--- config.mk ---
export PLATFORM = sky130hd
export DESIGN_NAME = sh9_queue
export DESIGN_NICKNAME = d
export VERILOG_FILES = /design/src/sv/sh9_pkg.sv /design/src/sv/sh9_queue.sv
export SDC_FILE = /design/constraint.sdc
export NUM_CORES = 1
export LEC_CHECK = 0
export CAP_MARGIN = 20
export CORE_MARGIN = 3
export CORE_UTILIZATION = 45
export DETAILED_ROUTE_END_ITERATION = 8
export DONT_BUFFER_PORTS = 1
export GPL_ROUTABILITY_DRIVEN = 0
export HOLD_SLACK_MARGIN = 0.12
export PLACE_DENSITY = 0.62
export SYNTH_ARGS = -nofsm -noshare
export SYNTH_HDL_FRONTEND = slang
export SYNTH_SLANG_ARGS = --single-unit
--- constraint.sdc ---
create_clock -name clock -period 18.27 [get_ports clock]
set_input_delay 0.9135 -clock clock [delete_from_list [all_inputs] [get_ports clock]]
set_output_delay 0.9135 -clock clock [all_outputs]
set_load 0.01 [all_outputs]
--- src/sv/sh9_pkg.sv ---
// shared types, constants and table functions for the sh9 irradiance projector
package sh9_pkg;

   localparam int NUM_TERMS   = 9;
   localparam int TERM_W      = 20;
   localparam int GAMMA_W     = 16;
   localparam int COLOR_W     = 16;
   localparam int DIR_W       = 16;
   localparam int CH_NUM      = 3;
   localparam int CH_W        = 2;
   localparam int IDX_W       = 4;
   localparam int QUEUE_DEPTH = 2;
   localparam int DIVISOR_W   = 18;
   localparam int QUOT_W      = 32;
   localparam int SCALE_W     = 6;
   localparam int COEFF_W     = 32;
   localparam int ROOT_W      = 256;

   typedef struct packed {
      logic [NUM_TERMS-1:0][TERM_W-1:0] term;
      logic [CH_NUM-1:0][GAMMA_W-1:0]   gamma;
      logic                             last;
   } sample_type;

   typedef enum logic [2:0] {
      FR_IDLE,
      FR_RED,
      FR_GREEN,
      FR_BLUE,
      FR_TERM,
      FR_PUSH
   } front_state_type;

   typedef enum logic [2:0] {
      BK_IDLE,
      BK_MUL,
      BK_ACC,
      BK_LOAD,
      BK_CHECK,
      BK_DIV,
      BK_OUT
   } back_state_type;

   // band factor a * f^2 * 4 in sixteenths
   function automatic logic [SCALE_W-1:0] scale_k(input logic [IDX_W-1:0] idx);
      logic [SCALE_W-1:0] k;
      case (idx)
         4'd0:    k = 6'd16;
         4'd1:    k = 6'd32;
         4'd2:    k = 6'd32;
         4'd3:    k = 6'd32;
         4'd4:    k = 6'd60;
         4'd5:    k = 6'd60;
         4'd6:    k = 6'd5;
         4'd7:    k = 6'd60;
         4'd8:    k = 6'd15;
         default: k = 6'd0;
      endcase
      return k;
   endfunction

   // largest y with y^11 * depth^5 <= idx^5 * 2^176, i.e. floor(65536 * (idx/depth)^(5/11))
   function automatic logic [GAMMA_W-1:0] gamma_entry(input int unsigned idx,
                                                     input int unsigned depth);
      logic [ROOT_W-1:0] rhs;
      logic [ROOT_W-1:0] lhs;
      int unsigned       lo;
      int unsigned       hi;
      int unsigned       mid;
      int                i;
      int                s;
      rhs = ROOT_W'(1);
      for (i = 0; i < 5; i++) rhs = rhs * ROOT_W'(idx);
      rhs = rhs << 176;
      lo = 0;
      hi = 65535;
      for (s = 0; s < 17; s++) begin
         if (lo < hi) begin
            mid = (lo + hi + 1) >> 1;
            lhs = ROOT_W'(1);
            for (i = 0; i < 11; i++) lhs = lhs * ROOT_W'(mid);
            for (i = 0; i < 5; i++) lhs = lhs * ROOT_W'(depth);
            if (lhs <= rhs) lo = mid;
            else hi = mid - 1;
         end
      end
      return GAMMA_W'(lo);
   endfunction

endpackage

--- src/sv/sh9_queue.sv ---
// two-entry sample queue between the front and back parts
module sh9_queue (
   input  logic                clock,
   input  logic                reset,
   input  logic                push,
   input  sh9_pkg::sample_type push_data,
   output logic                full,
   input  logic                pop,
   output logic                nonempty,
   output sh9_pkg::sample_type head
);

   localparam int PTR_W = $clog2(sh9_pkg::QUEUE_DEPTH);
   localparam int CNT_W = $clog2(sh9_pkg::QUEUE_DEPTH + 1);

   sh9_pkg::sample_type entry_ff [sh9_pkg::QUEUE_DEPTH];
   logic [PTR_W-1:0] wr_ptr_ff, wr_ptr_in;
   logic [PTR_W-1:0] rd_ptr_ff, rd_ptr_in;
   logic [CNT_W-1:0] count_ff, count_in;

   assign full     = count_ff == CNT_W'(sh9_pkg::QUEUE_DEPTH);
   assign nonempty = count_ff != '0;
   assign head     = entry_ff[rd_ptr_ff];

   always_comb begin
      wr_ptr_in = push ? wr_ptr_ff + 1'b1 : wr_ptr_ff;
      rd_ptr_in = pop ? rd_ptr_ff + 1'b1 : rd_ptr_ff;
      count_in  = count_ff;
      if (push && !pop) count_in = count_ff + 1'b1;
      else if (pop && !push) count_in = count_ff - 1'b1;
   end

   always_ff @(posedge clock) begin
      if (reset) begin
         wr_ptr_ff <= '0;
         rd_ptr_ff <= '0;
         count_ff  <= '0;
      end else begin
         wr_ptr_ff <= wr_ptr_in;
         rd_ptr_ff <= rd_ptr_in;
         count_ff  <= count_in;
      end
   end

   always_ff @(posedge clock) begin
      if (push) entry_ff[wr_ptr_ff] <= push_data;
   end

endmodule

After elaboration in Yosys (flattened, before gate mapping)
Memories as Yosys holds them, arrays and structs flattened. A register that Yosys moved wholly into a read port is not among the register bits.
Index checks and enable logic that the tools add are counted.
- $add $sub $neg: 4
- equal/unequal tests: 1
- mux-type cells: 6
- reduce and logical (&&, ||, !) cells: 6
- operators with widths (operator ; number):
    $mux 1 ; 4
    $mux 2 ; 2
    $reduce_bool 2->1 ; 2
    $add 1x1->1 const B ; 2
    $add 2x1->2 const B ; 1
    $eq 2x2->1 const B ; 1
    $logic_and 1x1->1 ; 2
    $logic_not 1->1 ; 2
    $sub 2x1->2 const B ; 1
- flip-flop bits (word level): 4
- memory bits (writable): 458
- input port bits: 233
- output and inout port bits: 231
- word-level logic and storage cells: 21
- memories kept: 1
- memories (memory ; depth ; width ; rd ports ; clocked after Yosys merged registers in ; wr ports ; line ; source):
    entry_ff ; 2 ; 229 ; 1 ; 1 ; 1 ; sh9_queue.sv:16 ; sh9_pkg::sample_type entry_ff [sh9_pkg::QUEUE_DEPTH];

Depth between registers and ports, before layout
- depth after elaboration: 4
- mapped depth: 5
- mapped depth without buffers: 5

Worst setup path before layout
Ideal clock, no wire load.
- path type: input-to-reg
- from: input push
- to: memory entry_ff[0][0] in the netlist's numbering (enable)
- setup time: 850 ps
- arrival: 10776 ps
- data required time: 17420 ps
- path slack: 6644 ps
- cell stages on the path: 1
- buffers on the path: 0
- cells stage by stage: nor2b_1
- longest elaborated chain between the ends: 2
- RTL lines (what ; line ; source):
    start, declared ; sh9_queue.sv:5 ; input logic push,
    $mux 1 ; sh9_queue.sv:46 ; if (push) entry_ff[wr_ptr_ff] <= push_data;
    $mux 1 (not written as such) ; sh9_queue.sv:46 ;
    end, declared ; sh9_queue.sv:16 ;
Every way passes these cells.

==> results.json <==
{
  "io-pin-count": 464,
  "globalRouteTotalUtil_pct": 16.0,
  "final-max-slew-violation-count": 0,
  "timing.slew.headroom_pct": 30.3,
  "holdCritPathClass": "input port to flop",
  "areaGrowthSynthToFinish_pct": 11.1,
  "power_per_cell_area_nw_per_um2": 125,
  "irDropWorstVdd_v": 0.0000937,
  "drt-pass1-iter-count": 4,
  "die_h_um": 199,
  "fp.dieArea_um2": 39700,
  "clock-skew-final_ns": 0.00956,
  "drcViolationCount": 0,
  "cts_tree": "built",
  "synth_cells": 734,
  "detail_route.vias_per_cell": 5.40,
  "most_common_library_cell_in_the_layout_ignoring_fill_and_taps": "edfxtp_1",
  "final_cell_mix": "edfxtp_1 (458), mux2_2 (229), clkbuf_16 (49)",
  "actual_transition_at_the_worst_max_transition_pin_ns": 1.05,
  "critical-path-max-stage-delay_ns": 0.71,
  "clock_latency_ns": 0.56,
  "use_met3_pct": 10.6,
  "rr_startpoint": "wr_ptr_ff",
  "cp.arrival_ns": 3.12,
  "grt_pass1_wl_mm": 46.3,
  "final.fill_count": 2837,
  "placementRows": 70,
  "routed-via-count": 6871,
  "maxCapViolations": 0,
  "timing.critical_path.required_ns": 17.36,
  "count_of_yosys_warnings_during_synthesis": 0,
  "timing.hold.worst.start": "reset",
  "fin_worst_hold_slack_ns": 0.426,
  "post_cts_repair_setup_buffers": 0,
  "setup.worst_path.start_class": "flop",
  "finalSetupTns_ns": 0,
  "ys_seq_elements": 463,
  "final_core_utilization_pct": 50.9,
  "drive_above_1_share_pct": 38.2,
  "numCtsBuffers": 46,
  "area_of_the_mapped_netlist_um2": 16800,
  "setup_viol_count_final": 0,
  "finish.net_count": 1001,
  "core_area_um2": 36700,
  "cp-end-kind": "primary output",
  "postCtsResizedCells": 0,
  "clock_tree.root_cell": "clkbuf_16",
  "first_global_vias": 7267,
  "outcome": "complete, no violations",
  "crit_path_max_fanout": 66,
  "gr-usage-met2_pct": 26.5,
  "placed_cells_incl_taps": 1186,
  "final_cell_area_um2": 18700,
  "place.port_buffers": 0,
  "max_freq_mhz": 248,
  "hpwlAfterDp_mm": 23.7,
  "cts_max_path_buffers": 3,
  "min_period_over_period_pct": 22.1,
  "critical_path_class": "flop to primary output",
  "power_leakage_nw": 6.02,
  "critPathMostFrequentCell": "buf_4",
  "cts.htree.levels": 2,
  "synth_seq_area_share_pct": 82.4,
  "gr-max-usage-layer": "met2",
  "post_synth.cell_area_avg_um2": 22.9,
  "place_area_um2": 17200,
  "initial_core_util_pct": 45.8,
  "finalWorstPathRequiredPeriod_ns": 4.03,
  "slowest_stage": "buf_4",
  "globalRouteOverflowTotal": 0,
  "hold_violations": 0,
  "ant_nets": 0,
  "cts_num_sinks": 463,
  "cts.clk_slew.worst_paths_ns": 0.05,
  "post_drt_wl_per_cell_um": 26.5,
  "routed_wl_mm": 33.8,
  "final_cell_count_no_fill": 1272,
  "die_x_um": 199,
  "netlist-cell-type-count": 17,
  "cells_along_the_critical_path": "buf_4, buf_4, mux2_2",
  "rsz_0062_raised_after_global_routing": "no",
  "global_route.usage.met1_pct": 15.7,
  "grt_antenna_before_repair": 1,
  "iter_0_drt_violations": 309,
  "synth_fp_nets": 968,
  "hold_buffers": 0,
  "grt_max_degree": 81
}
## layout make-up
cell class	count	area (um2)	area share, %
Tap cell	468	586	3.13
Clock buffer	63	1300	6.95
Multi-Input combinational cell	245	2690	14.4
Clock inverter	20	154	0.824
Inverter	1	3.75	0.0201
Sequential cell	463	13900	74.2
Timing Repair Buffer	10	87.6	0.469
Antenna cell	2	5.00	0.0268
## final timing paths
kind,end,slack (ns),depth (start not counted)
min reg2reg,count_ff[1],0.51,2
min,flop,0.43,1
max reg2reg,entry_ff[1][155],15.39,3
max,head[169],14.24,3
## worst max-delay path, delay by kind of cell, from the launching register on
family | cells | cell delay (ns)
muxes | 1 | 0.46
DFF | 1 | 0.62
buffers and inverters | 2 | 1.39
## power by group
group	switching [mW]	internal (mW)
clock	0.368	0.525
combinational	0.111	0.0628
sequential	0.0175	1.24
total	0.496	1.83
## cell families (layout without fill, tap and decap cells)
| group | Yosys count | in the layout | synth area share [%] |
|---|---|---|---|
| AND/OR/NAND/NOR | 9 | 9 | 0.275 |
| buffers and inverters | 26 | 94 | 1.64 |
| adder cells (fa/ha/maj) | 1 | 1 | 0.0744 |
| other | 0 | 2 | 0 |
| AO/OA/AOI/OAI | 2 | 2 | 0.0595 |
| flip-flops | 463 | 463 | 82.4 |
| XOR/XNOR | 4 | 4 | 0.208 |
| multiplexers | 229 | 229 | 15.3 |
## per-stage QoR
stage	setup WS [ns]	total power [mW]
6_report	14.24	2.33
5_1_grt	14.02	2.41
4_1_cts	14.14	2.36
3_5_place_dp	14.39	1.46
3_3_place_gp	14.63	1.45
2_1_floorplan	6.64	1.44
## synthesized netlist by cell type
master | count | share of area [%]
nor2_1 | 4 | 0.089
mux2_2 | 229 | 15
buf_4 | 1 | 0.045
inv_1 | 1 | 0.022
a21oi_1 | 1 | 0.030
or2_2 | 1 | 0.037
xor2_1 | 2 | 0.10
or3_1 | 1 | 0.037
o21ai_0 | 1 | 0.030
buf_2 | 1 | 0.030
xnor2_1 | 2 | 0.10
dfxtp_1 | 5 | 0.60
edfxtp_1 | 458 | 82
buf_6 | 23 | 1.5
nor2b_1 | 2 | 0.074
ha_1 | 1 | 0.074
and2_1 | 1 | 0.037
## state kept, by name, indices dropped and copies added (netlist names), named ones only
signal     cells
entry_ff     458
rd_ptr_ff      1
wr_ptr_ff      1
count_ff       2
## routing by layer
metal / vias up / routed length (um) / share of wire (%)
li1: 2993 / - / -
met1: 3442 / 10700 / 32
met2: 375 / 16600 / 49
met3: 61 / 5450 / 16
met4: 0 / 1030 / 3.0
met5: - / 0 / 0
(Power assumes the default switching activity.)
