--- config.mk ---
export PLATFORM = sky130hd
export DESIGN_NAME = sh9_back
export DESIGN_NICKNAME = d
export VERILOG_FILES = /design/src/sv/sh9_pkg.sv /design/src/sv/sh9_back.sv
export SDC_FILE = /design/constraint.sdc
export NUM_CORES = 2
export LEC_CHECK = 0
export BUFFER_PORTS_ARGS = -buffer_cell sky130_fd_sc_hd__buf_4
export CAP_MARGIN = 20
export CELL_PAD_IN_SITES_DETAIL_PLACEMENT = 0
export CELL_PAD_IN_SITES_GLOBAL_PLACEMENT = 1
export CORE_ASPECT_RATIO = 0.9
export CORE_MARGIN = 4
export CORE_UTILIZATION = 55
export DETAILED_ROUTE_END_ITERATION = 16
export PLACE_DENSITY_LB_ADDON = 0.1
export SYNTH_ARGS = -nofsm -noshare
export SYNTH_HDL_FRONTEND = slang
export SYNTH_SLANG_ARGS = --single-unit
--- constraint.sdc ---
create_clock -name clock -period 19.89 [get_ports clock]
set_clock_uncertainty 0.1 [all_clocks]
set_input_delay 3.978 -clock clock [delete_from_list [all_inputs] [get_ports clock]]
set_output_delay 3.978 -clock clock [all_outputs]
set_load 0.03 [all_outputs]
--- src/sv/sh9_pkg.sv ---
// shared types, constants and table functions for the sh9 irradiance projector
package sh9_pkg;

   localparam int NUM_TERMS   = 9;
   localparam int TERM_W      = 20;
   localparam int GAMMA_W     = 16;
   localparam int COLOR_W     = 16;
   localparam int DIR_W       = 16;
   localparam int CH_NUM      = 3;
   localparam int CH_W        = 2;
   localparam int IDX_W       = 4;
   localparam int QUEUE_DEPTH = 2;
   localparam int DIVISOR_W   = 18;
   localparam int QUOT_W      = 32;
   localparam int SCALE_W     = 6;
   localparam int COEFF_W     = 32;
   localparam int ROOT_W      = 256;

   typedef struct packed {
      logic [NUM_TERMS-1:0][TERM_W-1:0] term;
      logic [CH_NUM-1:0][GAMMA_W-1:0]   gamma;
      logic                             last;
   } sample_type;

   typedef enum logic [2:0] {
      FR_IDLE,
      FR_RED,
      FR_GREEN,
      FR_BLUE,
      FR_TERM,
      FR_PUSH
   } front_state_type;

   typedef enum logic [2:0] {
      BK_IDLE,
      BK_MUL,
      BK_ACC,
      BK_LOAD,
      BK_CHECK,
      BK_DIV,
      BK_OUT
   } back_state_type;

   // band factor a * f^2 * 4 in sixteenths
   function automatic logic [SCALE_W-1:0] scale_k(input logic [IDX_W-1:0] idx);
      logic [SCALE_W-1:0] k;
      case (idx)
         4'd0:    k = 6'd16;
         4'd1:    k = 6'd32;
         4'd2:    k = 6'd32;
         4'd3:    k = 6'd32;
         4'd4:    k = 6'd60;
         4'd5:    k = 6'd60;
         4'd6:    k = 6'd5;
         4'd7:    k = 6'd60;
         4'd8:    k = 6'd15;
         default: k = 6'd0;
      endcase
      return k;
   endfunction

   // largest y with y^11 * depth^5 <= idx^5 * 2^176, i.e. floor(65536 * (idx/depth)^(5/11))
   function automatic logic [GAMMA_W-1:0] gamma_entry(input int unsigned idx,
                                                     input int unsigned depth);
      logic [ROOT_W-1:0] rhs;
      logic [ROOT_W-1:0] lhs;
      int unsigned       lo;
      int unsigned       hi;
      int unsigned       mid;
      int                i;
      int                s;
      rhs = ROOT_W'(1);
      for (i = 0; i < 5; i++) rhs = rhs * ROOT_W'(idx);
      rhs = rhs << 176;
      lo = 0;
      hi = 65535;
      for (s = 0; s < 17; s++) begin
         if (lo < hi) begin
            mid = (lo + hi + 1) >> 1;
            lhs = ROOT_W'(1);
            for (i = 0; i < 11; i++) lhs = lhs * ROOT_W'(mid);
            for (i = 0; i < 5; i++) lhs = lhs * ROOT_W'(depth);
            if (lhs <= rhs) lo = mid;
            else hi = mid - 1;
         end
      end
      return GAMMA_W'(lo);
   endfunction

endpackage

--- src/sv/sh9_back.sv ---
// back part: accumulates samples and scales and emits the coefficient burst
module sh9_back #(
   parameter int NUM_COEFFS = 9,
   parameter int ACC_WIDTH  = 48
) (
   input  logic                                  clock,
   input  logic                                  reset,
   input  logic                                  nonempty,
   input  sh9_pkg::sample_type                   head,
   output logic                                  pop,
   input  logic [sh9_pkg::DIVISOR_W-1:0]         divisor,
   output logic                                  rsp_valid,
   input  logic                                  rsp_stall,
   output logic [sh9_pkg::CH_W-1:0]              rsp_channel,
   output logic [sh9_pkg::IDX_W-1:0]             rsp_coeff_index,
   output logic signed [sh9_pkg::COEFF_W-1:0]    rsp_coefficient,
   output logic                                  rsp_last_coeff
);

   localparam int NUM_ACC = 3 * NUM_COEFFS;
   localparam int POS_W   = $clog2(NUM_ACC);
   localparam int PROD_W  = sh9_pkg::TERM_W + sh9_pkg::GAMMA_W + 1;
   localparam int SUM_W   = ACC_WIDTH + 1;
   localparam int PK_W    = ACC_WIDTH + sh9_pkg::SCALE_W;
   localparam int LIM_W   = sh9_pkg::DIVISOR_W + sh9_pkg::QUOT_W;
   localparam int CMP_W   = (PK_W > LIM_W) ? PK_W : LIM_W;
   localparam int QW      = sh9_pkg::QUOT_W;
   localparam int CNT_W   = $clog2(QW);
   localparam int REM_W   = sh9_pkg::DIVISOR_W + 1;

   sh9_pkg::back_state_type state_ff, state_in;

   logic [POS_W-1:0]               pos_ff;
   logic [sh9_pkg::CH_W-1:0]       ch_ff;
   logic [sh9_pkg::IDX_W-1:0]      idx_ff;
   logic signed [ACC_WIDTH-1:0]    acc_ff [NUM_ACC];
   logic signed [PROD_W-1:0]       prod_ff;
   logic [PK_W-1:0]                pk_ff;
   logic                           neg_ff;
   logic                           sat_ff;
   logic [REM_W-1:0]               rem_ff;
   logic [QW-1:0]                  quot_ff;
   logic [CNT_W-1:0]               cnt_ff;

   logic                               pos_last;
   logic                               idx_last;
   logic                               cnt_last;
   logic                               out_fire;
   logic                               over_limit;
   logic signed [sh9_pkg::TERM_W-1:0]  term_sel;
   logic signed [sh9_pkg::GAMMA_W:0]   gamma_sel;
   logic signed [ACC_WIDTH-1:0]        acc_rd;
   logic signed [SUM_W-1:0]            sum;
   logic signed [ACC_WIDTH-1:0]        acc_sat;
   logic [ACC_WIDTH-1:0]               mag;
   logic [REM_W-1:0]                   shifted;
   logic                               ge;

   assign pos_last = pos_ff == POS_W'(NUM_ACC - 1);
   assign idx_last = idx_ff == sh9_pkg::IDX_W'(NUM_COEFFS - 1);
   assign cnt_last = cnt_ff == CNT_W'(QW - 1);
   assign acc_rd   = acc_ff[pos_ff];

   // next state
   always_comb begin
      state_in = state_ff;
      case (state_ff)
         sh9_pkg::BK_IDLE:  if (nonempty) state_in = sh9_pkg::BK_MUL;
         sh9_pkg::BK_MUL:   state_in = sh9_pkg::BK_ACC;
         sh9_pkg::BK_ACC: begin
            if (!pos_last) state_in = sh9_pkg::BK_MUL;
            else if (head.last) state_in = sh9_pkg::BK_LOAD;
            else state_in = sh9_pkg::BK_IDLE;
         end
         sh9_pkg::BK_LOAD:  state_in = sh9_pkg::BK_CHECK;
         sh9_pkg::BK_CHECK: state_in = over_limit ? sh9_pkg::BK_OUT : sh9_pkg::BK_DIV;
         sh9_pkg::BK_DIV:   if (cnt_last) state_in = sh9_pkg::BK_OUT;
         sh9_pkg::BK_OUT: begin
            if (!rsp_stall) state_in = pos_last ? sh9_pkg::BK_IDLE : sh9_pkg::BK_LOAD;
         end
         default:           state_in = sh9_pkg::BK_IDLE;
      endcase
   end

   // outputs
   always_comb begin
      pop             = state_ff == sh9_pkg::BK_ACC && pos_last;
      rsp_valid       = state_ff == sh9_pkg::BK_OUT;
      out_fire        = rsp_valid && !rsp_stall;
      rsp_channel     = ch_ff;
      rsp_coeff_index = idx_ff;
      rsp_last_coeff  = pos_last;
      if (sat_ff) rsp_coefficient = neg_ff ? {1'b1, {(QW-1){1'b0}}} : {1'b0, {(QW-1){1'b1}}};
      else if (neg_ff) rsp_coefficient = quot_ff[QW-1] ? {1'b1, {(QW-1){1'b0}}} : -quot_ff;
      else rsp_coefficient = quot_ff[QW-1] ? {1'b0, {(QW-1){1'b1}}} : quot_ff;
   end

   // datapath pieces
   always_comb begin
      term_sel   = head.term[idx_ff];
      gamma_sel  = {1'b0, head.gamma[ch_ff]};
      sum        = SUM_W'(acc_rd) + SUM_W'(prod_ff >>> 8);
      if (sum[SUM_W-1] != sum[SUM_W-2])
         acc_sat = sum[SUM_W-1] ? {1'b1, {(ACC_WIDTH-1){1'b0}}}
                                : {1'b0, {(ACC_WIDTH-1){1'b1}}};
      else acc_sat = sum[ACC_WIDTH-1:0];
      mag        = acc_rd[ACC_WIDTH-1] ? -acc_rd : acc_rd;
      // quotient would not fit in 32 bits
      over_limit = CMP_W'(pk_ff) >= CMP_W'({divisor, {QW{1'b0}}});
      shifted    = {rem_ff[REM_W-2:0], quot_ff[QW-1]};
      ge         = shifted >= REM_W'(divisor);
   end

   always_ff @(posedge clock) begin
      if (reset) begin
         state_ff <= sh9_pkg::BK_IDLE;
         pos_ff   <= '0;
         ch_ff    <= '0;
         idx_ff   <= '0;
         cnt_ff   <= '0;
         for (int i = 0; i < NUM_ACC; i++) acc_ff[i] <= '0;
      end else begin
         state_ff <= state_in;
         if ((state_ff == sh9_pkg::BK_ACC) || out_fire) begin
            if (state_ff == sh9_pkg::BK_ACC) acc_ff[pos_ff] <= acc_sat;
            else acc_ff[pos_ff] <= '0;
            if (pos_last) begin
               pos_ff <= '0;
               ch_ff  <= '0;
               idx_ff <= '0;
            end else begin
               pos_ff <= pos_ff + 1'b1;
               if (idx_last) begin
                  idx_ff <= '0;
                  ch_ff  <= ch_ff + 1'b1;
               end else begin
                  idx_ff <= idx_ff + 1'b1;
               end
            end
         end
         if (state_ff == sh9_pkg::BK_CHECK) cnt_ff <= '0;
         else if (state_ff == sh9_pkg::BK_DIV) cnt_ff <= cnt_ff + 1'b1;
      end
   end

   always_ff @(posedge clock) begin
      if (state_ff == sh9_pkg::BK_MUL) prod_ff <= term_sel * gamma_sel;
      if (state_ff == sh9_pkg::BK_LOAD) begin
         pk_ff  <= PK_W'(mag) * PK_W'(sh9_pkg::scale_k(idx_ff));
         neg_ff <= acc_rd[ACC_WIDTH-1];
      end
      if (state_ff == sh9_pkg::BK_CHECK) begin
         sat_ff  <= over_limit;
         rem_ff  <= REM_W'(pk_ff >> QW);
         quot_ff <= pk_ff[QW-1:0];
      end
      if (state_ff == sh9_pkg::BK_DIV) begin
         rem_ff  <= ge ? shifted - REM_W'(divisor) : shifted;
         quot_ff <= {quot_ff[QW-2:0], ge};
      end
   end

`ifndef SYNTHESIS
   a_pop_needs_item: assert property (@(posedge clock) disable iff (reset)
      pop |-> nonempty)
      else $error("queue popped while empty");

   a_burst_ends_idle: assert property (@(posedge clock) disable iff (reset)
      (out_fire && rsp_last_coeff) |=> state_ff == sh9_pkg::BK_IDLE)
      else $error("burst did not end after final coefficient");

   a_rem_below_divisor: assert property (@(posedge clock) disable iff (reset)
      state_ff == sh9_pkg::BK_DIV |-> rem_ff < REM_W'(divisor))
      else $error("divider remainder out of range");

   a_cleared_after_emit: assert property (@(posedge clock) disable iff (reset)
      out_fire |=> acc_ff[$past(pos_ff)] == '0)
      else $error("accumulator not cleared after emit");
`endif

endmodule

[After elaboration in Yosys (flattened, before gate mapping)]
Memories as Yosys holds them, arrays and structs flattened. A register that Yosys moved wholly into a read port is not among the register bits.
Index checks and enable logic that the tools add are counted.
Operators by class
  $add $sub $neg: 8
  multiply operators: 2
  order comparisons: 4
  equality and inequality tests: 13
  muxes and demuxes: 49
  bitwise operators: 1
  reductions and logical operators: 11
Operators with widths (count)
  $mux 48: 5
  $mux 32: 6
  $bmux 20 s4: 1
  $ge 54x50->1: 1
  $mul 48x6->54: 1
  $mux 18: 3
  $add 48x29->49: 1
  $neg 48->48: 1
  $reduce_or 48->1: 1
  $mul 20x17->37: 1
  $bmux 16 s2: 1
  $neg 32->32: 1
  $mux 31: 1
  $pmux 3 s7: 1
  $mux 20: 1
  $mux 5: 4
  $ge 19x18->1: 1
  $sub 18x18->18: 1
  $mux 16: 1
  $mux 4: 4
  $mux 2: 6
  $mux 1: 11
  $add 5x1->5 const B: 2
  $eq 5x5->1 const B: 2
  other kinds (21): 30
Storage, ports and cells
  register bits: 162
  bits in writable memories: 1296
  bits in read-only memories: 96
  input port bits: 251
  output and inout port bits: 41
  logic and storage cells: 101
  memories: 2
Memories
  acc_ff: words 27, bits a word 48, rd ports 1, clocked after memory_dff 1, wr ports 27, line sh9_back.sv:36  | logic signed [ACC_WIDTH-1:0] acc_ff [NUM_ACC];
  (name not given): words 16, bits a word 6, rd ports 1, clocked after memory_dff 1, wr ports 0, line sh9_pkg.sv:47  | case (idx)

[Longest topological paths before layout]
  word-level depth: 9
  depth in mapped cells: 34
  gate-level depth less buffers: 29

[Worst setup path after synthesis]
Ideal clock, no wire load.
  path kind: input -> register
  from: input port head[161] (netlist bit)
  to: register prod_ff[33], data pin
  setup time: 0.162 ns
  arrival time: 10.297 ns
  data required time: 19.628 ns
  path slack: 9.331 ns
  cell stages on the path: 25
  buffers on the path: 1
  cells stage by stage: mux4_2 -> mux2i_1 -> o21ai_0 -> clkbuf_1 -> nand2_1 -> fa_1 -> fa_1 -> fa_1 -> inv_1 -> fa_1 -> fa_1 -> inv_1 -> fa_1 -> inv_1 -> ha_1 -> a21o_1 -> a21o_1 -> a21oi_1 -> o211a_1 -> a21oi_1 -> o2111ai_1 -> and3_1 -> o21ai_0 -> a2111o_1 -> o2111ai_1
Between the ends
  word-level cells in the longest chain between the ends: 3
RTL lines
  start, declared: line sh9_back.sv:9  | input sh9_pkg::sample_type head,
  $bmux 20 s4: line sh9_back.sv:100  | term_sel = head.term[idx_ff];
  $mux 20 (implied by the code): line sh9_back.sv:100
  $mul 20x17->37: line sh9_back.sv:147  | if (state_ff == sh9_pkg::BK_MUL) prod_ff <= term_sel * gamma_sel;
  end signal, assigned: line sh9_back.sv:147
  end, declared: line sh9_back.sv:37  | logic signed [PROD_W-1:0] prod_ff;
Every way passes these cells. The select of a mux whose other input is x is not followed.
A chain may end at the register's enable or synchronous reset.

==> reports/summary.txt <==
Outcome -> completed
R2R setup slack -> 8.33 ns
# clock sinks -> 1701
Largest family of logic cells by synthesized area -> adder cells
Crit path time final -> 11.56 ns
DRT iter0 DRCs -> 9779
Post-Layout Cell Count -> 10900
Vias per inst -> 6.33
Post-synthesis cell area -> 99700 µm²
Avg Inst Size Synth -> 12.1 µm²
Worst skew pair latency -> 0.82 ns
Ys async rst share -> 0%
Fin crit share -> 58.1%
WS Path Type -> reg -> reg
Worst-path maximum fanout -> 31
DRT antenna net count -> 0
CTS buffer count -> 172
Clk slew on worst S/H paths -> 0.06 ns
Drt wl/cell -> 29.3 µm
Xor/xnor share of the synthesized area -> 1.77%
Worst Path Required -> 20.34 ns
1st-pass router iterations -> 6
Post-Route WL -> 319000 µm
Crit. End Element -> flip-flop
Core Area -> 179000 µm²
Synth Warn # -> 0
Register area share after synthesis -> 50.9%
Power Dens Cells -> 162 nW/µm²
Placed cell count -> 10600
Post-synthesis mux area share -> 10.9%
Gpl congestion -> 0.933
Initial Util -> 55.6%
Root buffer cell -> clkbuf_16
Hold violation count in the final report -> 0
First-pass GRT wire length -> 466000 µm
CP Launch Type -> flip-flop
Actual slew at the worst max-slew pin -> 1.28 ns
Synthesis-stage register bit count -> 1701
RSZ-0062 raised after global routing -> false
Cell count after synthesis -> 8264
Post-synth cell types -> 85
Post-synth EDFFs -> 1671
Hpwl dp -> 200000 µm
Largest cells by area after synthesis -> edfxtp_1, fa_1, mux4_2
Total gr overflow -> 0
Io pins -> 292
Vias in the first global route -> 68600
Area grow syn2layout -> 10.8%
Max Clk Rate -> 86.5 MHz
PostCTS Resize Cnt -> 0
Final #Nets -> 9382
MaxCap Viol Count -> 0
Cts hold-fix bufs -> 0
Peak VDD IR -> 0.825 mV
Largest net degree at the start of global routing -> 61
Simple-gate share of the synthesized area -> 12.6%
Path category of the worst min-delay check -> reg -> reg
CTS Buffer Depth -> 3
CP max-delay cell -> or4_1
Most common flop cell mapped by yosys -> edfxtp_1
Post-synthesis compound-gate area fraction -> 5.50%
Synth area leader -> edfxtp_1
H-tree Lvls -> 4
Setup-failing EPs final -> 0
Worst endpoint data arrival time -> 12.01 ns
Final Max Tran Viols -> 0
Core Util, Final -> 61.6%
Headroom to the max-slew limit -> 14.6%
Die area -> 188000 µm²
Slowest stage delay, CP -> 0.82 ns
Area share of the largest cell type after synthesis -> 50.3%
CTS tree -> built
Post-Synth Adder-Cell Area -> 13.3%
Leakage -> 43.9 nW
Global Route Usage Sum -> 33.9%
Setup TNS -> 0 ns
# rows -> 147
Share of layout cells above drive strength 1 -> 14.7%
Syn Nets -> 9268
Die H -> 412 µm
Port Buffer Count -> 291
Chip width -> 457 µm
Setup Buffers After CTS -> 0
Initial antenna violation count -> 13
Vias -> 69000
DR DRC count -> 0
-- power breakdown --
| group | switching (mW) | total [mW] | internal, mW |
|---|---|---|---|
| registers | 0.107 | 4.87 | 4.77 |
| clock network | 1.42 | 3.14 | 1.72 |
| logic | 6.33 | 9.91 | 3.58 |
| total | 7.86 | 17.9 | 10.1 |
-- path summary, 6_finish.rpt --
| kind | from | endpoint | cells after the start |
|---|---|---|---|
| worst max-delay path | flip-flop | pk_ff[53] | 28 |
| worst min-delay path | cnt_ff[4] | cnt_ff[4] | 2 |
| worst max register to register | flip-flop | pk_ff[53] | 28 |
| worst min register to register | cnt_ff[4] | cnt_ff[4] | 2 |
-- stage by stage --
stage / instance area, µm² / hold WS (ns) / setup WS [ns] / power (mW)
after floorplan: 99700 / 0.336 / 9.33 / 11.9
after global placement: 105000 / 0.342 / 8.33 / 14.4
after detailed placement: 105000 / 0.353 / 8.28 / 14.7
after CTS: 110000 / 0.361 / 8.49 / 17.8
after global routing: 110000 / 0.379 / 7.75 / 19.3
final: 110000 / 0.360 / 8.33 / 17.9
-- routing by layer --
| metal | routed length [µm] | vias up | global-route usage [%] |
|---|---|---|---|
| met2 | 142000 | 4239 | 51.0 |
| met4 | 13200 | 10 | 11.8 |
| li1 | - | 29000 | - |
| met5 | 68 | - | 0 |
| met3 | 40700 | 698 | 8.09 |
| met1 | 123000 | 35000 | 48.8 |
-- critical path, delay by kind of cell, from the launching register on --
family          cells  cell delay [ns]
simple gates        7             3.02
compound gates      9             2.61
fa+ha+maj           4             1.82
buf+inv             5             1.80
flops               1             0.75
mux                 1             0.57
xor+xnor            2             0.52
-- area by class of cell --
class | count | area [µm²]
inverter | 719 | 2700
tap | 2384 | 2980
clock inverter | 91 | 822
multi-input combinational | 5298 | 44700
antenna | 3 | 7.51
fill | 14200 | 68900
sequential | 1701 | 50800
clock buffer | 216 | 4510
timing repair buffer | 486 | 3940
-- flip-flops by register name, indices dropped and copies added (netlist names), named ones only --
name,cells
neg_ff,1
state_ff,3
quot_ff,32
rsp_channel,2
cnt_ff,5
sat_ff,1
acc_ff,1536
pos_ff,5
rsp_coeff_index,4
pk_ff,54
rem_ff,18
prod_ff,29
-- logic make-up after synthesis --
kind of cell    after synthesis
compound gates              825
xor+xnor                    201
fa+ha+maj                   753
buf+inv                    1265
flops                      1701
mux                         669
simple gates               2850
-- cells in the mapped netlist, types with 42 or more instances --
master,instances
a21o_1,86
a21oi_1,177
a22oi_1,192
and2_1,304
buf_2,61
clkbuf_1,414
edfxtp_1,1671
fa_1,506
ha_1,247
inv_1,717
mux2_2,42
mux2i_1,298
mux4_2,329
nand2_1,453
nand2b_1,46
nand3_1,120
nand4_1,52
nor2_1,1625
nor2b_1,64
nor3_1,49
o21ai_0,126
xnor2_1,123
xor2_1,78
-- cell usage in the layout (no fill, tap or decap), types with 42 or more instances in the layout --
cell type and count:
fa_1 506, o21ai_0 121, nor2b_1 60, ha_1 247, nand4_1 52, and2_1 303, a22oi_1 192, inv_1 716
nor2_1 1579, edfxtp_1 1671, mux2i_1 297, clkbuf_16 174, nand3_1 98, mux2_2 42, xnor2_1 123, nand2_1 447
buf_4 457, clkbuf_1 42, a21oi_1 175, a21o_1 86, mux4_2 329, xor2_1 77, nor3_1 46
Power figures use the tool's default switching activity.
